**src/manchester_packet_receiver_assert.svh**
```systemverilog
// assertion macros for the manchester packet receiver
// used by modules that check their own control logic; needs clk and rst_n in scope
`ifndef MANCHESTER_PACKET_RECEIVER_ASSERT_SVH
`define MANCHESTER_PACKET_RECEIVER_ASSERT_SVH

// same-cycle implication
`define MPR_ASSERT_NOW(label, ante, cons) \
  label: assert property (@(posedge clk) disable iff (!rst_n) (ante) |-> (cons)) \
    else $error("mpr assertion failed");

// next-cycle implication
`define MPR_ASSERT_NEXT(label, ante, cons) \
  label: assert property (@(posedge clk) disable iff (!rst_n) (ante) |=> (cons)) \
    else $error("mpr assertion failed");

`endif

```
**src/mpr_pkg.sv**
```systemverilog
// shared types and constants for the manchester packet receiver
// no dependencies
`default_nettype none

package mpr_pkg;

  localparam logic [7:0] PREAMBLE_BYTE  = 8'hFE;

  localparam logic [7:0] SHORT_MIN_RST  = 8'd26;
  localparam logic [7:0] LONG_MIN_RST   = 8'd78;
  localparam logic [7:0] LONG_MAX_RST   = 8'd130;
  localparam logic [7:0] MAX_LENGTH_RST = 8'd255;

  localparam logic [1:0] REG_SHORT_MIN  = 2'd0;
  localparam logic [1:0] REG_LONG_MIN   = 2'd1;
  localparam logic [1:0] REG_LONG_MAX   = 2'd2;
  localparam logic [1:0] REG_MAX_LENGTH = 2'd3;

  localparam logic [1:0] KIND_DATA = 2'd0;
  localparam logic [1:0] KIND_GOOD = 2'd1;
  localparam logic [1:0] KIND_BAD  = 2'd2;

  typedef enum logic [3:0] {
    ST_HUNT = 4'b0001,
    ST_LEN  = 4'b0010,
    ST_DATA = 4'b0100,
    ST_CHK  = 4'b1000
  } stage_t;

  typedef struct packed {
    logic [7:0] short_min;
    logic [7:0] long_min;
    logic [7:0] long_max;
  } timing_cfg_t;

  typedef struct packed {
    logic valid;
    logic level;
  } bit_evt_t;

  typedef struct packed {
    logic [1:0] kind;
    logic [7:0] byte_value;
    logic [7:0] byte_index;
    logic       last;
  } result_t;

endpackage

`default_nettype wire

```
**src/mpr_front.sv**
```systemverilog
// front end: classifies transition intervals and tracks the half-bit phase
// depends on mpr_pkg
`default_nettype none

module mpr_front (
  input  wire                       clk,
  input  wire                       rst_n,
  input  wire                       accept,
  input  wire  [7:0]                interval,
  input  wire                       level,
  input  wire mpr_pkg::timing_cfg_t cfg,
  output mpr_pkg::bit_evt_t         evt
);
  import mpr_pkg::*;

  logic phase_r, phase_nxt;
  logic take;

  always_comb begin
    phase_nxt = phase_r;
    take      = 1'b0;
    if (accept) begin
      priority if (interval < cfg.short_min) begin
        phase_nxt = 1'b0;
      end else if (interval < cfg.long_min) begin
        take      = phase_r;
        phase_nxt = ~phase_r;
      end else if (interval < cfg.long_max) begin
        take      = ~phase_r;
        phase_nxt = 1'b0;
      end else begin
        // interval too long, ignored
        take      = 1'b0;
      end
    end
  end

  assign evt.valid = take;
  assign evt.level = level;

  always_ff @(posedge clk) begin
    if (!rst_n) begin
      phase_r <= 1'b0;
    end else begin
      phase_r <= phase_nxt;
    end
  end

endmodule

`default_nettype wire

```
**src/mpr_bitq.sv**
```systemverilog
// four-entry queue of sampled bits between front end and framer
// depends on mpr_pkg
`default_nettype none

module mpr_bitq (
  input  wire                    clk,
  input  wire                    rst_n,
  input  wire mpr_pkg::bit_evt_t push_evt,
  input  wire                    pop,
  output logic                   dout,
  output logic                   full,
  output logic                   empty
);
  import mpr_pkg::*;

  logic       mem_r [4];
  logic [1:0] wr_ptr_r, rd_ptr_r;
  logic [2:0] cnt_r;
  logic       do_push, do_pop;

  assign full    = (cnt_r == 3'd4);
  assign empty   = (cnt_r == 3'd0);
  assign do_push = push_evt.valid & ~full;
  assign do_pop  = pop & ~empty;
  assign dout    = mem_r[rd_ptr_r];

  always_ff @(posedge clk) begin
    if (do_push) begin
      mem_r[wr_ptr_r] <= push_evt.level;
    end
  end

  always_ff @(posedge clk) begin
    if (!rst_n) begin
      wr_ptr_r <= '0;
      rd_ptr_r <= '0;
      cnt_r    <= '0;
    end else begin
      if (do_push) wr_ptr_r <= wr_ptr_r + 2'd1;
      if (do_pop)  rd_ptr_r <= rd_ptr_r + 2'd1;
      cnt_r <= cnt_r + 3'(do_push) - 3'(do_pop);
    end
  end

endmodule

`default_nettype wire

```
**src/mpr_back.sv**
```systemverilog
// back end: assembles bytes, frames packets and queues result items
// depends on mpr_pkg and the assertion macro header
`default_nettype none
`include "manchester_packet_receiver_assert.svh"

module mpr_back (
  input  wire              clk,
  input  wire              rst_n,
  input  wire              bit_avail,
  input  wire              bit_level,
  input  wire  [7:0]       max_length,
  input  wire              out_pop,
  output logic             bit_pop,
  output mpr_pkg::result_t out_res,
  output logic             out_empty
);
  import mpr_pkg::*;

  logic [2:0] bit_cnt_r, bit_cnt_nxt;
  logic [7:0] shift_r, shift_nxt, shift_set;
  stage_t     stage_r, stage_nxt;
  logic [7:0] len_r, len_nxt;
  logic [7:0] count_r, count_nxt, count_inc;
  logic [7:0] xor_r, xor_nxt;
  logic       byte_done;
  logic       res_push;
  result_t    res;

  result_t    oq_r [2];
  logic       oq_wr_r, oq_rd_r;
  logic [1:0] oq_cnt_r;
  logic       oq_pop;

  assign oq_pop    = out_pop & (oq_cnt_r != 2'd0);
  assign bit_pop   = bit_avail & ((oq_cnt_r != 2'd2) | oq_pop);
  assign byte_done = (bit_cnt_r == 3'd7);
  assign count_inc = count_r + 8'd1;

  always_comb begin
    shift_set            = shift_r;
    shift_set[bit_cnt_r] = bit_level;
  end

  always_comb begin
    bit_cnt_nxt = bit_cnt_r;
    shift_nxt   = shift_r;
    stage_nxt   = stage_r;
    len_nxt     = len_r;
    count_nxt   = count_r;
    xor_nxt     = xor_r;
    res_push    = 1'b0;
    res         = '{kind: KIND_DATA, byte_value: shift_set, byte_index: count_r, last: 1'b0};
    if (bit_pop) begin
      shift_nxt   = shift_set;
      bit_cnt_nxt = bit_cnt_r + 3'd1;
      if (byte_done) begin
        unique case (stage_r)
          ST_HUNT: begin
            if (shift_set == PREAMBLE_BYTE) begin
              stage_nxt = ST_LEN;
              xor_nxt   = '0;
              count_nxt = '0;
            end
          end
          ST_LEN: begin
            if (shift_set > max_length) begin
              stage_nxt = ST_HUNT;
            end else begin
              len_nxt   = shift_set;
              xor_nxt   = xor_r ^ shift_set;
              stage_nxt = (shift_set == 8'd0) ? ST_CHK : ST_DATA;
            end
          end
          ST_DATA: begin
            res_push  = 1'b1;
            xor_nxt   = xor_r ^ shift_set;
            count_nxt = count_inc;
            if (count_inc >= len_r) stage_nxt = ST_CHK;
          end
          ST_CHK: begin
            res_push  = 1'b1;
            res.kind  = ((xor_r ^ shift_set) == 8'd0) ? KIND_GOOD : KIND_BAD;
            res.last  = 1'b1;
            stage_nxt = ST_HUNT;
          end
          default: begin
            stage_nxt = ST_HUNT;
          end
        endcase
      end
    end
  end

  always_ff @(posedge clk) begin
    if (!rst_n) begin
      bit_cnt_r <= '0;
      shift_r   <= '0;
      stage_r   <= ST_HUNT;
      len_r     <= '0;
      count_r   <= '0;
      xor_r     <= '0;
    end else begin
      bit_cnt_r <= bit_cnt_nxt;
      shift_r   <= shift_nxt;
      stage_r   <= stage_nxt;
      len_r     <= len_nxt;
      count_r   <= count_nxt;
      xor_r     <= xor_nxt;
    end
  end

  // two-entry result queue
  always_ff @(posedge clk) begin
    if (res_push) begin
      oq_r[oq_wr_r] <= res;
    end
  end

  always_ff @(posedge clk) begin
    if (!rst_n) begin
      oq_wr_r  <= 1'b0;
      oq_rd_r  <= 1'b0;
      oq_cnt_r <= '0;
    end else begin
      if (res_push) oq_wr_r <= ~oq_wr_r;
      if (oq_pop)   oq_rd_r <= ~oq_rd_r;
      oq_cnt_r <= oq_cnt_r + 2'(res_push) - 2'(oq_pop);
    end
  end

  assign out_res   = oq_r[oq_rd_r];
  assign out_empty = (oq_cnt_r == 2'd0);

  `MPR_ASSERT_NOW(a_oq_bound, 1'b1, oq_cnt_r != 2'd3)
  `MPR_ASSERT_NOW(a_push_room, res_push, (oq_cnt_r != 2'd2) || oq_pop)
  `MPR_ASSERT_NEXT(a_verdict_hunt, bit_pop && byte_done && (stage_r == ST_CHK),
                   stage_r == ST_HUNT)
  `MPR_ASSERT_NEXT(a_preamble_clear,
                   bit_pop && byte_done && (stage_r == ST_HUNT) && (shift_set == PREAMBLE_BYTE),
                   (count_r == 8'd0) && (xor_r == 8'd0) && (stage_r == ST_LEN))

endmodule

`default_nettype wire

```
**src/manchester_packet_receiver.sv**
```systemverilog
// top level of the manchester packet receiver: configuration registers and wiring
// depends on mpr_pkg, mpr_front, mpr_bitq and mpr_back
`default_nettype none

// Takes one line transition item per cycle while in_full is low and delivers
// decoded data bytes and packet verdicts through a result queue. The front end
// classifies each interval in the same cycle it is accepted; sampled bits pass
// through a four-entry bit queue to the framer, which handles one bit per cycle
// while the output queue has room or is popped, and writes results into a
// two-entry output queue; the completing bit is registered in the bit queue and
// the result in the output queue before it shows on the out_ ports. in_full rises
// only when results are left waiting on out_pop long enough for the bit queue to
// fill. Interval compares use the low INTERVAL_BITS bits (at most 8) of the interval and of the timing thresholds.
module manchester_packet_receiver #(
  parameter int INTERVAL_BITS = 8
) (
  input  wire         clk,
  input  wire         rst_n,
  input  wire         in_push,
  output logic        in_full,
  input  wire  [7:0]  in_interval_ticks,
  input  wire         in_line_level,
  output logic        out_empty,
  input  wire         out_pop,
  output logic [1:0]  out_kind,
  output logic [7:0]  out_byte_value,
  output logic [7:0]  out_byte_index,
  output logic        out_last,
  input  wire         psel,
  input  wire         penable,
  input  wire         pwrite,
  input  wire  [3:0]  paddr,
  input  wire  [31:0] pwdata,
  output logic [31:0] prdata,
  output logic        pready
);
  import mpr_pkg::*;

  localparam int         CMP_W   = (INTERVAL_BITS < 8) ? INTERVAL_BITS : 8;
  localparam logic [7:0] IV_MASK = 8'((1 << CMP_W) - 1);

  logic [7:0]  short_min_r, long_min_r, long_max_r, max_length_r;
  logic        wr_en;
  logic [1:0]  reg_idx;
  timing_cfg_t tcfg;
  bit_evt_t    evt;
  logic        in_accept;
  logic        bq_dout, bq_empty, bit_pop;
  result_t     res;

  assign pready  = 1'b1;
  assign wr_en   = psel & penable & pwrite;
  assign reg_idx = paddr[3:2];

  always_ff @(posedge clk) begin
    if (!rst_n) begin
      short_min_r  <= SHORT_MIN_RST;
      long_min_r   <= LONG_MIN_RST;
      long_max_r   <= LONG_MAX_RST;
      max_length_r <= MAX_LENGTH_RST;
    end else if (wr_en) begin
      unique case (reg_idx)
        REG_SHORT_MIN:  short_min_r  <= pwdata[7:0];
        REG_LONG_MIN:   long_min_r   <= pwdata[7:0];
        REG_LONG_MAX:   long_max_r   <= pwdata[7:0];
        REG_MAX_LENGTH: max_length_r <= pwdata[7:0];
        default: ;
      endcase
    end
  end

  always_comb begin
    unique case (reg_idx)
      REG_SHORT_MIN:  prdata = {24'd0, short_min_r};
      REG_LONG_MIN:   prdata = {24'd0, long_min_r};
      REG_LONG_MAX:   prdata = {24'd0, long_max_r};
      REG_MAX_LENGTH: prdata = {24'd0, max_length_r};
      default:        prdata = '0;
    endcase
  end

  assign tcfg.short_min = short_min_r & IV_MASK;
  assign tcfg.long_min  = long_min_r & IV_MASK;
  assign tcfg.long_max  = long_max_r & IV_MASK;

  assign in_accept = in_push & ~in_full;

  mpr_front u_front (
    .clk      (clk),
    .rst_n    (rst_n),
    .accept   (in_accept),
    .interval (in_interval_ticks & IV_MASK),
    .level    (in_line_level),
    .cfg      (tcfg),
    .evt      (evt)
  );

  mpr_bitq u_bitq (
    .clk      (clk),
    .rst_n    (rst_n),
    .push_evt (evt),
    .pop      (bit_pop),
    .dout     (bq_dout),
    .full     (in_full),
    .empty    (bq_empty)
  );

  mpr_back u_back (
    .clk        (clk),
    .rst_n      (rst_n),
    .bit_avail  (~bq_empty),
    .bit_level  (bq_dout),
    .max_length (max_length_r),
    .out_pop    (out_pop),
    .bit_pop    (bit_pop),
    .out_res    (res),
    .out_empty  (out_empty)
  );

  assign out_kind       = res.kind;
  assign out_byte_value = res.byte_value;
  assign out_byte_index = res.byte_index;
  assign out_last       = res.last;

endmodule

`default_nettype wire

```
**config.mk**
```make
export PLATFORM = sky130hd
export DESIGN_NAME = manchester_packet_receiver
export DESIGN_NICKNAME = d
export VERILOG_FILES = /design/src/mpr_pkg.sv /design/src/mpr_front.sv /design/src/mpr_bitq.sv /design/src/mpr_back.sv /design/src/manchester_packet_receiver.sv
export VERILOG_INCLUDE_DIRS = /design/src /design/src/src
export SDC_FILE = /design/constraint.sdc
export NUM_CORES = 1
export LEC_CHECK = 0
export ABC_AREA = 0
export BUFFER_PORTS_ARGS = -buffer_cell sky130_fd_sc_hd__buf_2
export CAP_MARGIN = 15
export CORE_ASPECT_RATIO = 1.1
export CORE_MARGIN = 3
export CORE_UTILIZATION = 60
export CTS_CLUSTER_SIZE = 20
export DETAILED_ROUTE_END_ITERATION = 10
export PLACE_DENSITY_LB_ADDON = 0.08
export SETUP_SLACK_MARGIN = 0.5
export SYNTH_ARGS = -nofsm -noshare
export SYNTH_HDL_FRONTEND = slang
export SYNTH_SLANG_ARGS = --single-unit
```
**constraint.sdc**
```tcl
create_clock -name clk -period 5.9 [get_ports clk]
set_input_delay 1.18 -clock clk [delete_from_list [all_inputs] [get_ports clk]]
set_output_delay 1.18 -clock clk [all_outputs]
set_load 0.02 [all_outputs]
```
==> results_dict.tcl <==
set metrics [dict create \
    grt_max_degree 47 \
    async_reset_ff_share_pct 0 \
    antenna_left 0 \
    drc 0 \
    cp.arrival_ns 4.16 \
    initial_core_util_pct 62.8 \
    synth_area_sq_um 7040 \
    max_freq_mhz 259 \
    grt_pass1_wl_mm 25.6 \
    place_congestion 0.876 \
    vias 5429 \
    worstPathRequired_ns 6.19 \
    finalCriticalPeriod_ns 3.86 \
    drt_iter0_drc 308 \
    syn_area_per_cell_sq_um 9.79 \
    cts_root_buf "clkbuf_16" \
    die_area_sq_um 13100 \
    overflow 0 \
    clock_path_buffers 2 \
    final_area_sq_um 7930 \
    hold_ws_ns 0.475 \
    rows 40 \
    io_pins 106 \
    hold_class "flip-flop to flip-flop" \
    place_area_sq_um 7340 \
    fin_nets 871 \
    clock_latency_ns 0.41 \
    hold_path_end "long_max_r[0]$_SDFFE_PN0P_" \
    start_kind "flip-flop" \
    worst_slew_margin_rel_pct 26.8 \
    ys_seq_elements 128 \
    final_cell_mix "dfxtp_1 (86), nand2_1 (58), inv_1 (56), buf_2 (54), ha_1 (48)" \
    die_y_microns 120 \
    hold_violations 0 \
    status "completed" \
    cp-end-kind "flip-flop" \
    syn_inst 719 \
    synth_ff_type "dfxtp_1" \
    r2r_cells 10 \
    dp_hpwl_mm 11.1 \
    clock_sinks 128 \
    fp.dieW_microns 109 \
    layoutNonFillerInstCount 930 \
    setup_viol_count_final 0 \
    antenna_found_initial 0 \
    ctsResizeCount 0 \
    regArea_sq_um 2980 \
    reg2reg_from "u_bitq.mem_r[3]$_DFFE_PP_" \
    vias_per_cell 5.84 \
    syn_to_final_growth_pct 12.7 \
    numPlacedInstances 898 \
    layout-drive-gt1-share_pct 17.8 \
    drt-total-wl_mm 15.5 \
    synth_edf_count 42 \
    p_per_area_nw_per_um2 336 \
    worstSetupPathType "flip-flop to flip-flop" \
    cap_violations 0 \
    min_from "long_max_r[0]$_SDFFE_PN0P_" \
    synth_cell_types 73 \
    clk_pin_slew_ns 0.06 \
    dp_slack_ns 1.99 \
    n_antenna_cell 0 \
    cts_inserted_buffers 17 \
    cp_max_fo 9 \
    whs_path_depth 2 \
    worst_pin_slew_ns 1.08 \
    clock_skew_ns 0.00701 \
    fillers 881 \
    yosysSeqAreaShare_pct 42.4 \
    setup_ws_ns 2.04 \
    p_leak_uw 0.00328 \
    io_buffers 54 \
    layout_commonest_cell "dfxtp_1" \
    cts_max_level 4 \
    tns_ns 0 \
    period_share_pct 65.4 \
    grt_pass1_vias 5305 \
    worstSetupStartpoint "u_bitq.mem_r[3]$_DFFE_PP_" \
    cts_hold_buf 0 \
    wl_per_cell_microns 16.6 \
    multi_input_area_sq_um 3590 \
    tritoncts "built" \
    ir_drop_uv 159 \
    core_sq_um 11200 \
    rsz0062_at_grt "no" \
    drt_pass1_iterations 5 \
    yosys_warnings 0 \
    post-cts-setup-buffers 0 \
    grtUsageTotal_pct 24.7 \
    timing.rr.end "u_back.xor_r[1]$_SDFFE_PN0P_" \
    rrSetupSlack_ns 2.04 \
    slew_viol_final 0 \
]
cells by family after synthesis:
| kind of cell | count (synthesis) | share of synthesized area (%) |
|---|---|---|
| simple gates | 221 | 16.2 |
| compound gates | 129 | 12.4 |
| flops | 128 | 42.4 |
| buf+inv | 115 | 7.88 |
| mux | 50 | 9.16 |
| fa+ha+maj | 49 | 8.82 |
| xor+xnor | 25 | 3.11 |
| other cells | 2 | 0.107 |
worst max-delay path, cell delays in order (launching register included):
cell	delay (ns)
edfxtp_1	0.38
mux4_2	0.55
nand2_1	0.18
o21ai_1	0.33
ha_1	0.41
nand4_1	0.12
or2_2	0.32
a311oi_2	0.33
nand3_2	0.25
or3_1	0.56
a211o_1	0.31
power breakdown:
part	switching (uW)	leakage, uW	internal [uW]
clock	380	0.000287	662
sequential	71.9	0.00110	965
combinational	350	0.00189	235
worst max-delay path by stage:
stage,to,cells after the start
after floorplan,prdata[0],2
after global placement,u_bitq.cnt_r[1]$_SDFF_PN0_,9
after detailed placement,u_bitq.cnt_r[1]$_SDFF_PN0_,9
after CTS,u_back.xor_r[1]$_SDFFE_PN0P_,10
after global routing,u_back.xor_r[1]$_SDFFE_PN0P_,10
final,u_back.xor_r[1]$_SDFFE_PN0P_,10
synth_stat cells, types with 19 or more instances:
cell type,count,area [sq um]
mux2_2,20,225
nor3_1,23,115
nor2_1,45,169
edfxtp_1,42,1260
a21oi_1,37,185
buf_4,27,203
dfxtp_1,86,1720
clkbuf_1,24,90.1
ha_1,48,601
nand3_1,21,105
mux2i_1,19,190
nand2_1,58,218
inv_1,56,210
stage by stage:
step                util, %  power, uW
finish                 70.8       2660
detailed placement     65.4       1640
floorplan                 -       1500
CTS                    70.8       2680
global placement       65.4       1620
global route           70.8       2790
layout make-up:
type / instances / area share [%]
Tap cell: 147 / 2.32
Sequential cell: 128 / 37.6
Clock inverter: 14 / 2.11
Timing Repair Buffer: 67 / 4.64
Multi-Input combinational cell: 499 / 45.2
Clock buffer: 18 / 5.41
Inverter: 57 / 2.70
routing by layer:
layer / GRT usage, % / up-vias / wire, microns
li1: - / 2628 / -
met4: 8.73 / 0 / 420
met2: 43.2 / 195 / 7860
met1: 29.7 / 2564 / 6290
met3: 5.38 / 42 / 886
met5: 0 / - / 0
sequential cells by signal, summed over array words and instances, names as in the netlist, named ones only:
register	cells
u_bitq.rd_ptr_r	2
u_back.bit_cnt_r	3
u_back.len_r	8
u_back.xor_r	8
u_back.oq_r	38
long_max_r	8
u_back.shift_r	8
u_bitq.wr_ptr_r	2
u_front.phase_r	1
u_bitq.cnt_r	3
long_min_r	8
u_back.stage_r	4
max_length_r	8
u_back.oq_cnt_r	2
u_back.oq_rd_r	1
short_min_r	8
u_back.oq_wr_r	1
u_bitq.mem_r	4
u_back.count_r	8
No activity file was read; power rests on OpenSTA's default activity.
